### config.mk
export PLATFORM = sky130hd
export DESIGN_NAME = clipped_sprite_blit
export DESIGN_NICKNAME = d
export VERILOG_FILES = /design/src/rtl/core/csb_pkg.sv /design/src/rtl/core/csb_ctrl.sv /design/src/rtl/core/csb_dp.sv /design/src/rtl/core/clipped_sprite_blit.sv
export SDC_FILE = /design/constraint.sdc
export NUM_CORES = 1
export LEC_CHECK = 0
export BUFFER_PORTS_ARGS = -buffer_cell sky130_fd_sc_hd__buf_2
export CAP_MARGIN = 20
export CORE_MARGIN = 5
export CORE_UTILIZATION = 53
export DETAILED_ROUTE_END_ITERATION = 7
export PLACE_DENSITY = 0.8
export SLEW_MARGIN = 40
export SYNTH_ARGS = -nofsm -noshare
export SYNTH_HDL_FRONTEND = slang
export SYNTH_SLANG_ARGS = --single-unit
### constraint.sdc
create_clock -name clock -period 6.7 [get_ports clock]
set_input_delay 1.34 -clock clock [delete_from_list [all_inputs] [get_ports clock]]
set_output_delay 1.34 -clock clock [all_outputs]
set_load 0.02 [all_outputs]
### src/rtl/core/csb_pkg.sv
// Shared types and constants for the clipped sprite blitter.
// Used by csb_ctrl, csb_dp and clipped_sprite_blit; depends on nothing else.
package csb_pkg;

   // largest sprite edge the pixel walk handles
   localparam int MAX_DIM = 1024;
   localparam int COL_W   = $clog2(MAX_DIM);
   localparam int ROW_W   = $clog2(2 * MAX_DIM);
   localparam int ROW_MAX = 2 * MAX_DIM - 1;

   localparam int POS_W   = 12;
   localparam int DIM_W   = 11;
   localparam int IDX_W   = 8;
   localparam int BYTE_W  = 8;
   localparam int ADDR_W  = 30;
   localparam int PROD_W  = 2 * DIM_W;
   // signed span for row/column plus origin
   localparam int SUM_W   = ((ROW_W > POS_W) ? ROW_W : POS_W) + 2;

   localparam int REQ_DATA_W = 88;
   localparam int RSP_DATA_W = 56;
   localparam int CSR_ADDR_W = 3;
   localparam int CSR_DATA_W = 32;

   localparam logic [DIM_W-1:0] SCREEN_WIDTH_RESET  = DIM_W'(64);
   localparam logic [DIM_W-1:0] SCREEN_HEIGHT_RESET = DIM_W'(64);

   // register index, taken from paddr bit 2
   localparam logic REG_SCREEN_WIDTH  = 1'b0;
   localparam logic REG_SCREEN_HEIGHT = 1'b1;

   // request kind (req_tuser)
   localparam logic CMD_HEADER = 1'b0;
   localparam logic CMD_PIXEL  = 1'b1;

   // response kind (rsp_tuser)
   localparam logic KIND_FRAME_OFFSET = 1'b0;
   localparam logic KIND_SCREEN_WRITE = 1'b1;

   typedef struct packed {
      logic load;      // capture an accepted request
      logic mul;       // run the shared multiplier
      logic out_load;  // fill the response register
   } ctl_cmd_type;

   typedef struct packed {
      logic emit;      // the item in flight produces a response
   } dp_status_type;

endpackage

### src/rtl/core/csb_ctrl.sv
// Sequencer of the clipped sprite blitter: request intake, multiply and
// finish steps, response valid. Depends on csb_pkg.
module csb_ctrl (
   input  logic                   clock,
   input  logic                   reset,
   input  logic                   req_tvalid,
   output logic                   req_tready,
   output logic                   rsp_tvalid,
   input  logic                   rsp_tready,
   input  csb_pkg::dp_status_type status,
   output csb_pkg::ctl_cmd_type   cmd
);

   localparam logic [1:0] ST_IDLE = 2'd0;
   localparam logic [1:0] ST_MUL  = 2'd1;
   localparam logic [1:0] ST_FIN  = 2'd2;

   logic [1:0] state_ff, state_in;
   logic       valid_ff, valid_in;
   logic       out_free;

   assign out_free   = !valid_ff || rsp_tready;
   assign req_tready = (state_ff == ST_IDLE);
   assign rsp_tvalid = valid_ff;

   always_comb begin
      state_in     = state_ff;
      cmd.load     = 1'b0;
      cmd.mul      = 1'b0;
      cmd.out_load = 1'b0;
      unique case (state_ff)
         ST_IDLE: begin
            if (req_tvalid) begin
               cmd.load = 1'b1;
               state_in = ST_MUL;
            end
         end
         ST_MUL: begin
            cmd.mul  = 1'b1;
            state_in = ST_FIN;
         end
         ST_FIN: begin
            // hold until the response register frees up; drop silently otherwise
            if (!status.emit) begin
               state_in = ST_IDLE;
            end else if (out_free) begin
               cmd.out_load = 1'b1;
               state_in     = ST_IDLE;
            end
         end
         default: begin
            state_in = ST_IDLE;
         end
      endcase
   end

   always_comb begin
      valid_in = valid_ff;
      if (cmd.out_load) begin
         valid_in = 1'b1;
      end else if (rsp_tready) begin
         valid_in = 1'b0;
      end
   end

   always_ff @(posedge clock) begin
      if (reset) begin
         state_ff <= ST_IDLE;
         valid_ff <= 1'b0;
      end else begin
         state_ff <= state_in;
         valid_ff <= valid_in;
      end
   end

endmodule

### src/rtl/core/csb_dp.sv
// Datapath of the clipped sprite blitter: sprite state, pixel walk, clip test,
// shared multiplier and response payload register. Depends on csb_pkg.
module csb_dp (
   input  logic                               clock,
   input  logic                               reset,
   input  csb_pkg::ctl_cmd_type               cmd,
   output csb_pkg::dp_status_type             status,
   input  logic [csb_pkg::DIM_W-1:0]          screen_width,
   input  logic [csb_pkg::DIM_W-1:0]          screen_height,
   input  logic                               in_cmd,
   input  logic signed [csb_pkg::POS_W-1:0]   in_pos_x,
   input  logic signed [csb_pkg::POS_W-1:0]   in_pos_y,
   input  logic [csb_pkg::DIM_W-1:0]          in_sprite_width,
   input  logic [csb_pkg::DIM_W-1:0]          in_sprite_height,
   input  logic [csb_pkg::IDX_W-1:0]          in_frame_index,
   input  logic [csb_pkg::BYTE_W-1:0]         in_red,
   input  logic [csb_pkg::BYTE_W-1:0]         in_green,
   input  logic [csb_pkg::BYTE_W-1:0]         in_blue,
   input  logic [csb_pkg::BYTE_W-1:0]         in_alpha,
   output logic                               out_kind,
   output logic [csb_pkg::ADDR_W-1:0]         out_address,
   output logic [csb_pkg::BYTE_W-1:0]         out_red,
   output logic [csb_pkg::BYTE_W-1:0]         out_green,
   output logic [csb_pkg::BYTE_W-1:0]         out_blue,
   output logic                               out_mark
);

   localparam int SW = csb_pkg::SUM_W;

   // sprite state
   logic signed [csb_pkg::POS_W-1:0] origin_x_ff, origin_y_ff;
   logic [csb_pkg::DIM_W-1:0]        width_ff, height_ff;
   logic [csb_pkg::COL_W-1:0]        col_ff;
   logic [csb_pkg::ROW_W-1:0]        row_ff;
   logic                             offscreen_ff;

   // item in flight
   logic                             kind_ff;
   logic                             draw_ff, draw_in;
   logic [csb_pkg::DIM_W-1:0]        sy_ff, sx_ff;
   logic [csb_pkg::IDX_W-1:0]        idx_ff;
   logic [csb_pkg::BYTE_W-1:0]       red_ff, green_ff, blue_ff;
   logic [csb_pkg::PROD_W-1:0]       prod_ff, prod_in;

   // response payload
   logic                             okind_ff;
   logic [csb_pkg::ADDR_W-1:0]       oaddr_ff, oaddr_in;
   logic [csb_pkg::BYTE_W-1:0]       ored_ff, ogreen_ff, oblue_ff;
   logic                             omark_ff;

   logic signed [SW-1:0]             sy, sx, next_col, width_s, height_s;
   logic signed [SW-1:0]             hdr_x, hdr_y, hdr_w, hdr_h, scr_w, scr_h;
   logic                             hdr_off, wrap;
   logic [csb_pkg::DIM_W-1:0]        mul_a, mul_b;
   logic [csb_pkg::PROD_W+csb_pkg::IDX_W-1:0] frame_prod;
   logic [csb_pkg::PROD_W:0]         pix_sum;

   assign scr_w    = SW'($signed({1'b0, screen_width}));
   assign scr_h    = SW'($signed({1'b0, screen_height}));
   assign width_s  = SW'($signed({1'b0, width_ff}));
   assign height_s = SW'($signed({1'b0, height_ff}));

   // header: whole-sprite reject
   assign hdr_x   = SW'(in_pos_x);
   assign hdr_y   = SW'(in_pos_y);
   assign hdr_w   = SW'($signed({1'b0, in_sprite_width}));
   assign hdr_h   = SW'($signed({1'b0, in_sprite_height}));
   assign hdr_off = (hdr_y < -hdr_h) || (hdr_y > scr_h) ||
                    (hdr_x > scr_w) || (hdr_x < -hdr_w);

   // pixel: screen position and walk advance
   assign sy       = SW'($signed({1'b0, row_ff})) + SW'(origin_y_ff);
   assign sx       = SW'($signed({1'b0, col_ff})) + SW'(origin_x_ff);
   assign next_col = SW'($signed({1'b0, col_ff})) + SW'(1);
   assign wrap     = (next_col >= width_s) || (next_col >= SW'(csb_pkg::MAX_DIM));

   assign draw_in = !offscreen_ff &&
                    (SW'($signed({1'b0, row_ff})) < height_s) &&
                    (SW'($signed({1'b0, col_ff})) < width_s) &&
                    (sy >= SW'(0)) && (sy < scr_h) &&
                    (sx >= SW'(0)) && (sx < scr_w) &&
                    (in_alpha != '0);

   always_ff @(posedge clock) begin
      if (reset) begin
         origin_x_ff  <= '0;
         origin_y_ff  <= '0;
         width_ff     <= '0;
         height_ff    <= '0;
         col_ff       <= '0;
         row_ff       <= '0;
         offscreen_ff <= 1'b1;
      end else if (cmd.load) begin
         if (in_cmd == csb_pkg::CMD_HEADER) begin
            origin_x_ff  <= in_pos_x;
            origin_y_ff  <= in_pos_y;
            width_ff     <= in_sprite_width;
            height_ff    <= in_sprite_height;
            col_ff       <= '0;
            row_ff       <= '0;
            offscreen_ff <= hdr_off;
         end else if (wrap) begin
            col_ff <= '0;
            // saturate past the last row
            if (row_ff < csb_pkg::ROW_W'(csb_pkg::ROW_MAX)) begin
               row_ff <= row_ff + csb_pkg::ROW_W'(1);
            end
         end else begin
            col_ff <= csb_pkg::COL_W'(next_col);
         end
      end
   end

   always_ff @(posedge clock) begin
      if (cmd.load) begin
         kind_ff  <= in_cmd;
         draw_ff  <= (in_cmd == csb_pkg::CMD_PIXEL) && draw_in;
         sy_ff    <= csb_pkg::DIM_W'(sy);
         sx_ff    <= csb_pkg::DIM_W'(sx);
         idx_ff   <= in_frame_index;
         red_ff   <= in_red;
         green_ff <= in_green;
         blue_ff  <= in_blue;
      end
   end

   assign status.emit = (kind_ff == csb_pkg::CMD_HEADER) || draw_ff;

   // shared multiplier: sprite area for a header, row stride for a pixel
   always_comb begin
      if (kind_ff == csb_pkg::CMD_HEADER) begin
         mul_a = width_ff;
         mul_b = height_ff;
      end else begin
         mul_a = sy_ff;
         mul_b = screen_width;
      end
      prod_in = mul_a * mul_b;
   end

   always_ff @(posedge clock) begin
      if (cmd.mul) begin
         prod_ff <= prod_in;
      end
   end

   assign frame_prod = prod_ff * idx_ff;
   assign pix_sum    = {1'b0, prod_ff} + (csb_pkg::PROD_W+1)'(sx_ff);

   always_comb begin
      if (kind_ff == csb_pkg::CMD_HEADER) begin
         oaddr_in = {frame_prod[csb_pkg::ADDR_W-3:0], 2'b00};
      end else begin
         oaddr_in = csb_pkg::ADDR_W'({pix_sum, 2'b00});
      end
   end

   always_ff @(posedge clock) begin
      if (cmd.out_load) begin
         okind_ff <= (kind_ff == csb_pkg::CMD_HEADER) ? csb_pkg::KIND_FRAME_OFFSET
                                                      : csb_pkg::KIND_SCREEN_WRITE;
         oaddr_ff <= oaddr_in;
         if (kind_ff == csb_pkg::CMD_HEADER) begin
            ored_ff   <= '0;
            ogreen_ff <= '0;
            oblue_ff  <= '0;
            omark_ff  <= 1'b0;
         end else begin
            ored_ff   <= red_ff;
            ogreen_ff <= green_ff;
            oblue_ff  <= blue_ff;
            omark_ff  <= 1'b1;
         end
      end
   end

   assign out_kind    = okind_ff;
   assign out_address = oaddr_ff;
   assign out_red     = ored_ff;
   assign out_green   = ogreen_ff;
   assign out_blue    = oblue_ff;
   assign out_mark    = omark_ff;

endmodule

### src/rtl/core/clipped_sprite_blit.sv
// Top level of the clipped sprite blitter: stream ports, screen size registers,
// sequencer and datapath. Depends on csb_pkg, csb_ctrl and csb_dp.
//
//   Channel  Direction  Moves
//   req_*    in         sprite header or one sprite pixel
//   rsp_*    out        frame offset or screen write
//   csr_*    in/out     screen_width (0x0), screen_height (0x4)
//
// Each request goes through capture and clip test, one pass through the
// shared multiplier, then the address add into the response register.
// A dropped pixel goes through the same steps with no response.
// A request is taken while the previous response still waits; a stalled
// response holds only the finish step. Synchronous active-high reset clears the
// sprite state to "nothing drawn" and sets both screen sizes to 64.
module clipped_sprite_blit (
   input  logic                               clock,
   input  logic                               reset,
   input  logic                               req_tvalid,
   output logic                               req_tready,
   // pos_x[11:0], pos_y[23:12], sprite_width[34:24], sprite_height[45:35],
   // frame_index[53:46], pixel_red[61:54], pixel_green[69:62],
   // pixel_blue[77:70], pixel_alpha[85:78], zero[87:86]
   input  logic [csb_pkg::REQ_DATA_W-1:0]     req_tdata,
   // cmd[0]
   input  logic                               req_tuser,
   output logic                               rsp_tvalid,
   input  logic                               rsp_tready,
   // byte_address[29:0], out_red[37:30], out_green[45:38], out_blue[53:46],
   // drawn_mark[54], zero[55]
   output logic [csb_pkg::RSP_DATA_W-1:0]     rsp_tdata,
   // result_kind[0]
   output logic                               rsp_tuser,
   input  logic                               csr_psel,
   input  logic                               csr_penable,
   input  logic                               csr_pwrite,
   input  logic [csb_pkg::CSR_ADDR_W-1:0]     csr_paddr,
   input  logic [csb_pkg::CSR_DATA_W-1:0]     csr_pwdata,
   output logic [csb_pkg::CSR_DATA_W-1:0]     csr_prdata,
   output logic                               csr_pready
);

   logic [csb_pkg::DIM_W-1:0]  screen_width_ff, screen_height_ff;
   logic                       csr_write;
   csb_pkg::ctl_cmd_type       cmd;
   csb_pkg::dp_status_type     status;
   logic                       out_kind, out_mark;
   logic [csb_pkg::ADDR_W-1:0] out_address;
   logic [csb_pkg::BYTE_W-1:0] out_red, out_green, out_blue;

   assign csr_pready = 1'b1;
   assign csr_write  = csr_psel && csr_penable && csr_pwrite && csr_pready;

   always_ff @(posedge clock) begin
      if (reset) begin
         screen_width_ff  <= csb_pkg::SCREEN_WIDTH_RESET;
         screen_height_ff <= csb_pkg::SCREEN_HEIGHT_RESET;
      end else if (csr_write) begin
         unique case (csr_paddr[2])
            csb_pkg::REG_SCREEN_WIDTH: begin
               screen_width_ff <= csr_pwdata[csb_pkg::DIM_W-1:0];
            end
            csb_pkg::REG_SCREEN_HEIGHT: begin
               screen_height_ff <= csr_pwdata[csb_pkg::DIM_W-1:0];
            end
            default: begin
               screen_width_ff <= screen_width_ff;
            end
         endcase
      end
   end

   always_comb begin
      unique case (csr_paddr[2])
         csb_pkg::REG_SCREEN_WIDTH: begin
            csr_prdata = csb_pkg::CSR_DATA_W'(screen_width_ff);
         end
         csb_pkg::REG_SCREEN_HEIGHT: begin
            csr_prdata = csb_pkg::CSR_DATA_W'(screen_height_ff);
         end
         default: begin
            csr_prdata = '0;
         end
      endcase
   end

   csb_ctrl u_ctrl (
      .clock      (clock),
      .reset      (reset),
      .req_tvalid (req_tvalid),
      .req_tready (req_tready),
      .rsp_tvalid (rsp_tvalid),
      .rsp_tready (rsp_tready),
      .status     (status),
      .cmd        (cmd)
   );

   csb_dp u_dp (
      .clock            (clock),
      .reset            (reset),
      .cmd              (cmd),
      .status           (status),
      .screen_width     (screen_width_ff),
      .screen_height    (screen_height_ff),
      .in_cmd           (req_tuser),
      .in_pos_x         ($signed(req_tdata[11:0])),
      .in_pos_y         ($signed(req_tdata[23:12])),
      .in_sprite_width  (req_tdata[34:24]),
      .in_sprite_height (req_tdata[45:35]),
      .in_frame_index   (req_tdata[53:46]),
      .in_red           (req_tdata[61:54]),
      .in_green         (req_tdata[69:62]),
      .in_blue          (req_tdata[77:70]),
      .in_alpha         (req_tdata[85:78]),
      .out_kind         (out_kind),
      .out_address      (out_address),
      .out_red          (out_red),
      .out_green        (out_green),
      .out_blue         (out_blue),
      .out_mark         (out_mark)
   );

   assign rsp_tuser = out_kind;
   assign rsp_tdata = {1'b0, out_mark, out_blue, out_green, out_red, out_address};

   // one request in flight at a time
   a_one_in_flight: assert property (@(posedge clock) disable iff (reset)
      (req_tvalid && req_tready) |=> !req_tready)
      else $error("request taken while another is in flight");

   // frame offsets carry no color and no drawn mark
   a_offset_clean: assert property (@(posedge clock) disable iff (reset)
      (rsp_tvalid && rsp_tuser == csb_pkg::KIND_FRAME_OFFSET) |-> (rsp_tdata[54:30] == '0))
      else $error("frame offset response carries pixel bytes");

   // screen writes are marked drawn
   a_write_marked: assert property (@(posedge clock) disable iff (reset)
      (rsp_tvalid && rsp_tuser == csb_pkg::KIND_SCREEN_WRITE) |-> rsp_tdata[54])
      else $error("screen write without drawn mark");

   // every byte address is word aligned
   a_aligned: assert property (@(posedge clock) disable iff (reset)
      rsp_tvalid |-> (rsp_tdata[1:0] == 2'b00))
      else $error("unaligned byte address");

endmodule
==> flow_summary.json, run 1 <==
{
  "synth.top_cells.by_count": "342 x nand2_1, 328 x inv_1, 238 x ha_1",
  "cts_sinks": 224,
  "post-route-cell-area_um2": 24400,
  "grt_overflow_total": 0,
  "viasPerCell": 5.65,
  "core_area_um2": 41100,
  "timing.clock.skew_ps": 15.1,
  "synth.distinct_cells": 74,
  "cell_taking_the_most_area_after_synthesis": "fa_1",
  "arrival_ps": 6660,
  "areaGrowthSynthToFinish_pct": 10.1,
  "antenna_violations_before_repair": 3,
  "p_leak_nw": 11.1,
  "finalNonFillerCells": 3172,
  "critical_path.max_fanout": 13,
  "synth.top_cell.area_share": 0.183,
  "grt_max_degree": 75,
  "worst_case_setup_slack_after_placement_ps": 101,
  "grt_total_usage": 0.243,
  "ff_latch_area_um2": 5800,
  "remaining_max_slew_budget_at_the_tightest_pin": 0.443,
  "hold_viol_final": 0,
  "synth.yosys.seq_area_share": 0.262,
  "post_synth.cell_area_avg_um2": 8.97,
  "synth_enable_flop_cells": 131,
  "detailed_place.area_um2": 23500,
  "cts-root-buf": "clkbuf_16",
  "initial_core_utilization": 0.538,
  "die_width_um": 214,
  "dp_hpwl_um": 45200,
  "multiInputGateArea_um2": 14700,
  "ys.flop_type": "edfxtp_1",
  "die_area_um2": 45900,
  "finalWorstSetupSlack_ps": 342,
  "cellPowerDensity_nw_per_um2": 213,
  "timing.final.max_slew_violations": 0,
  "cts.reportedPaths.clkPinSlew_ps": 60,
  "worstSetupStartpointType": "flop",
  "nNetsFinal": 3191,
  "netlist_top_cells_area": "fa_1 18%, edfxtp_1 18%, ha_1 13%",
  "final_layout_size_suffix_gt1_frac": 0.108,
  "grt_setup_unrepaired": "no",
  "timing_worst_setup_path_type": "flop to flop",
  "cts-htree-levels": 1,
  "place_congestion": 0.975,
  "postSynthCellCount": 2466,
  "end_kind": "flop",
  "post_drt_wl_per_cell_um": 17.9,
  "cap_viol_max_count": 0,
  "die_y_um": 214,
  "yosysMostFrequentCell": "nand2_1",
  "worstPathRequired_ps": 7000,
  "setup_tns_ps": 0,
  "ant_nets": 0,
  "wire_length_after_detailed_routing_um": 56900,
  "cts_hold_buffers": 0,
  "vias": 17900,
  "total_power_w": 0.00519,
  "clk-insertion-delay-late_ps": 570,
  "worst_slew_pin_slew_ps": 835,
  "total_instance_count_after_detailed_placement": 3117,
  "port_buffers": 172,
  "tritoncts": "done",
  "route.detailed.drc": 0,
  "placement_rows": 74,
  "final_period_minus_worst_setup_slack_ps": 6360,
  "ys_ff_latch": 224,
  "clock_buffers_created_by_tritoncts": 25,
  "synth-warning-count": 0,
  "filler_cell_count": 3479,
  "hold_path_class": "flop to flop",
  "boundaryPins": 223,
  "drt-pass1-iter-count": 5,
  "setup-violations-final": 0,
  "status": "complete, no violations",
  "grt_pass1_wl_um": 93400,
  "max_buffers_root_to_sink": 3,
  "maxClockFrequency_mhz": 157,
  "synth.cell_area_um2": 22100,
  "starting_drc_count_in_detailed_routing": 1475,
  "first_global_vias": 18400,
  "vdd.ir_drop.worst_mv": 0.172,
  "finalCritPeriodShare": 0.949,
  "asyncSetResetFlopFracSynth": 0
}
## worst paths after layout
path	from	to	slack [ps]	depth (start not counted)
worst max-delay path	u_dp.kind_ff$_DFFE_PP_	u_dp.prod_ff[20]$_DFFE_PN_	340	21
worst min-delay path	u_dp.width_ff[5]$_SDFFE_PP0P_	u_dp.width_ff[5]$_SDFFE_PP0P_	460	2
worst max register to register	u_dp.kind_ff$_DFFE_PP_	u_dp.prod_ff[20]$_DFFE_PN_	340	21
worst min register to register	u_dp.width_ff[5]$_SDFFE_PP0P_	u_dp.width_ff[5]$_SDFFE_PP0P_	460	2
## flip-flops by register name (all words and copies together) (netlist names), 10 cells and up
register,count
u_dp.origin_x_ff,12
u_dp.width_ff,11
u_dp.out_address,28
u_dp.height_ff,11
u_dp.prod_ff,22
u_dp.row_ff,11
screen_width_ff,11
u_dp.sx_ff,11
u_dp.col_ff,10
u_dp.origin_y_ff,12
u_dp.sy_ff,11
screen_height_ff,11
## metrics by stage
step	hold WS, ps	utilization
6_report	456	0.593
5_1_grt	470	0.593
4_1_cts	456	0.591
3_5_place_dp	448	0.571
3_3_place_gp	449	0.571
2_1_floorplan	424	-
## per-layer routing
layer  wire, um  vias to the layer above  track usage
met3       4070                      167       0.0376
met1      22400                     8593        0.307
met4       2310                        4       0.0895
li1           -                     8442            -
met2      28000                      708        0.425
met5         27                        -            0
## power by group
group	internal [W]	leakage (nW)	switching [W]
clock	0.000764	0.392	0.000606
sequential	0.00157	2.00	0.0000636
combinational	0.000906	8.71	0.00128
total	0.00324	11.1	0.00195
## cells by family after synthesis
logic type / count (synthesis) / synth area share
AO/OA/AOI/OAI: 399 / 0.111
XOR/XNOR: 99 / 0.0392
adder cells (fa/ha/maj): 440 / 0.317
buffers and inverters: 432 / 0.0779
flip-flops: 224 / 0.262
multiplexers: 19 / 0.00882
other: 2 / 0.000339
AND/OR/NAND/NOR: 851 / 0.184
## cell type report
cell class | instances | area share
antenna | 1 | 0.000103
clock buffer | 30 | 0.0277
timing repair buffer | 208 | 0.0471
sequential | 224 | 0.238
clock inverter | 16 | 0.00519
multi-input combinational | 1833 | 0.604
tap | 532 | 0.0273
inverter | 328 | 0.0505
## cells in the final DEF (no fill, tap or decap), types with 35 or more instances in the layout
master	instances
nor2_1	158
inv_1	327
xor2_1	41
ha_1	238
nand2_1	342
nand3_1	35
edfxtp_1	131
xnor2_1	58
fa_1	202
dfxtp_1	93
buf_2	172
a21oi_1	152
o21ai_0	88
and2_1	138
## critical path, cell delays in order, from the launching register on
cell	delay, ps
edfxtp_1	380
buf_4	210
buf_4	180
buf_4	170
o21ai_0	430
nand2_1	160
fa_1	530
inv_1	50
fa_1	550
fa_1	450
fa_1	550
inv_1	50
fa_1	520
inv_1	40
ha_1	350
a21oi_1	230
o21ai_0	170
a21oi_1	210
nor2b_1	90
o31a_1	290
o41ai_1	350
xnor2_1	110
## repair_timing
action                                  in CTS  in global routing
endpoints found under the setup margin       0                  3
buffers inserted                             0                  7
resized for setup                            0                  1
No activity file was read; power rests on OpenSTA's default activity.
==> inputs of run 2 (changes only) <==
--- a/config.mk
+++ b/config.mk
@@ -7,6 +7,7 @@
 export LEC_CHECK = 0
 export BUFFER_PORTS_ARGS = -buffer_cell sky130_fd_sc_hd__buf_2
 export CAP_MARGIN = 20
+export CORE_ASPECT_RATIO = 2
 export CORE_MARGIN = 5
 export CORE_UTILIZATION = 53
 export DETAILED_ROUTE_END_ITERATION = 7
==> run 2 against run 1 <==
  * Fmax grew 0.38%
  * Sequential power is essentially flat
  * Worst setup slack gained 24 ps
  * Clock power shrank 3%
  * Combinational power grew 3%
  * Critical path type unchanged
==> flow_summary.json, run 2 (synthesis gave the netlist of run 1 again) <==
{
  "core_area_um2": 41500,
  "cts.reportedPaths.clkPinSlew_ps": 80,
  "cap_viol_max_count": 0,
  "final_layout_size_suffix_gt1_frac": 0.109,
  "hold_depth": 2,
  "most-common-layout-cells": "342 x nand2_1, 327 x inv_1, 238 x ha_1",
  "power_report.internal_total_w": 0.00323,
  "cts_hold_buffers": 0,
  "areaGrowthSynthToFinish_pct": 10.2,
  "status": "complete, no violations",
  "arrival_ps": 6610,
  "hold_path_class": "flop to flop",
  "diodes": 0,
  "end_kind": "flop",
  "max_stage_delay_ps": 600,
  "finalNonFillerCells": 3175,
  "starting_drc_count_in_detailed_routing": 1293,
  "drt-pass1-iter-count": 5,
  "setup_tns_ps": 0,
  "rr_startpoint": "u_dp.kind_ff$_DFFE_PP_",
  "maxClockFrequency_mhz": 158,
  "ant_nets": 0,
  "grt_total_usage": 0.244,
  "path_depth": 18,
  "final_period_minus_worst_setup_slack_ps": 6330,
  "nNetsFinal": 3190,
  "path_cells": "buf_4, o21a_1, or2_2, fa_1, fa_1, inv_1, fa_1, fa_1, inv_1, fa_1, inv_1, ha_1, nand3_1, a41oi_1, nand2_1, o311ai_0, o41a_1, xnor2_1",
  "cellPowerDensity_nw_per_um2": 214,
  "die_y_um": 299,
  "port_buffers": 172,
  "final_common_cell": "nand2_1",
  "cts_sinks": 224,
  "route.detailed.drc": 0,
  "cts-htree-levels": 1,
  "p_leak_nw": 11.1,
  "power.clock.fraction": 0.255,
  "crit_buf_inv": 4,
  "grt_overflow_total": 0,
  "grt_max_degree": 68,
  "critical_path.max_fanout": 12,
  "power.sequential.fraction": 0.312,
  "finalCritPeriodShare": 0.945,
  "finish.utilization": 0.587,
  "netSwitchingPower_w": 0.00199,
  "switching_share": 0.381,
  "largest_reg_flops": 28,
  "total_instance_count_after_detailed_placement": 3132,
  "worst_case_setup_slack_after_placement_ps": 135,
  "ff_latch_area_um2": 5800,
  "die_width_um": 154,
  "remaining_max_slew_budget_at_the_tightest_pin": 0.439,
  "timing.clock.skew_ps": 28.8,
  "boundaryPins": 223,
  "first_global_vias": 17800,
  "worstSetupStartpointType": "flop",
  "placement_rows": 106,
  "worstPathRequired_ps": 6980,
  "antenna_violations_before_repair": 1,
  "initial_core_utilization": 0.533,
  "wire_length_after_detailed_routing_um": 57400,
  "critical_path.most_common_cell": "fa_1",
  "combinationalPowerShare": 0.433,
  "startpoint": "u_dp.kind_ff$_DFFE_PP_",
  "tritoncts": "done",
  "timing.final.max_slew_violations": 0,
  "worst_hold_startpoint": "u_dp.width_ff[7]$_SDFFE_PP0P_",
  "multiInputGateArea_um2": 14700,
  "critical-path-slowest-cell": "edfxtp_1",
  "vdd.ir_drop.worst_mv": 0.191,
  "grt_pass1_wl_um": 91400,
  "dp_hpwl_um": 44800,
  "clk-insertion-delay-late_ps": 550,
  "timing_worst_setup_path_type": "flop to flop",
  "reg2regPathDepth": 18,
  "timing.critical_path.max_delay_family": "adder cells",
  "filler_cell_count": 3597,
  "die_area_um2": 46200,
  "setup-violations-final": 0,
  "cts-root-buf": "clkbuf_16",
  "fin_worst_hold_slack_ps": 458,
  "clock_buffers_created_by_tritoncts": 23,
  "max_buffers_root_to_sink": 3,
  "hold_viol_final": 0,
  "vias": 18000,
  "post_drt_wl_per_cell_um": 18.1,
  "worst_slew_pin_slew_ps": 842,
  "finalWorstSetupSlack_ps": 366,
  "grt_setup_unrepaired": "no",
  "place_congestion": 0.953,
  "viasPerCell": 5.67
}
[run 2: cell count changes in the layout (fill, tap and decap cells not counted), sizes merged]
cell,before,now
bufinv,1,0
diode,1,0
clkinv,10,2
clkinvlp,2,4
buf,208,209
clkbuf,30,33
inv,331,330
[run 2: path summary, 6_finish.rpt]
check	to	slack (ps)
setup / recovery	u_dp.prod_ff[21]$_DFFE_PN_	370
setup reg to reg	u_dp.prod_ff[21]$_DFFE_PN_	370
hold reg to reg	u_dp.width_ff[7]$_SDFFE_PP0P_	460
hold / removal	u_dp.width_ff[7]$_SDFFE_PP0P_	460
[run 2: through the flow]
stage          power [W]  cell area, um^2
3_5_place_dp     0.00389            23600
2_1_floorplan    0.00331            22200
5_1_grt          0.00558            24400
3_3_place_gp     0.00381            23500
4_1_cts          0.00523            24400
6_report         0.00522            24400
[run 2: repair_timing]
item,in CTS,in global routing
gates resized for setup,0,4
buffers inserted,0,1
endpoints found under the setup margin,0,4
[run 2: power by group through the flow]
stage	clock [W]	sequential (W)	combinational [W]
after floorplan	0	0.00164	0.00167
after global placement	0	0.00166	0.00215
after detailed placement	0	0.00166	0.00223
after CTS	0.00136	0.00163	0.00224
after global routing	0.00141	0.00163	0.00254
final	0.00133	0.00163	0.00226
[run 2: cell type report]
class,count,area share
Multi-Input combinational cell,1833,0.604
Sequential cell,224,0.238
Inverter,328,0.0505
Timing Repair Buffer,209,0.0486
Clock buffer,33,0.0294
Tap cell,540,0.0277
Clock inverter,8,0.00236
[run 2: per-layer routing]
layer / vias up / part of all wire / global-route usage
li1: 8420 / - / -
met1: 8698 / 0.40 / 0.315
met2: 723 / 0.49 / 0.419
met3: 153 / 0.072 / 0.0304
met4: 0 / 0.039 / 0.0897
met5: - / 0 / 0
[run 2: worst min-delay path: cells and delay by family (launching register included)]
kind	cells	cell delay (ps)
AO/OA/AOI/OAI	1	50
flip-flops	1	310
AND/OR/NAND/NOR	1	50
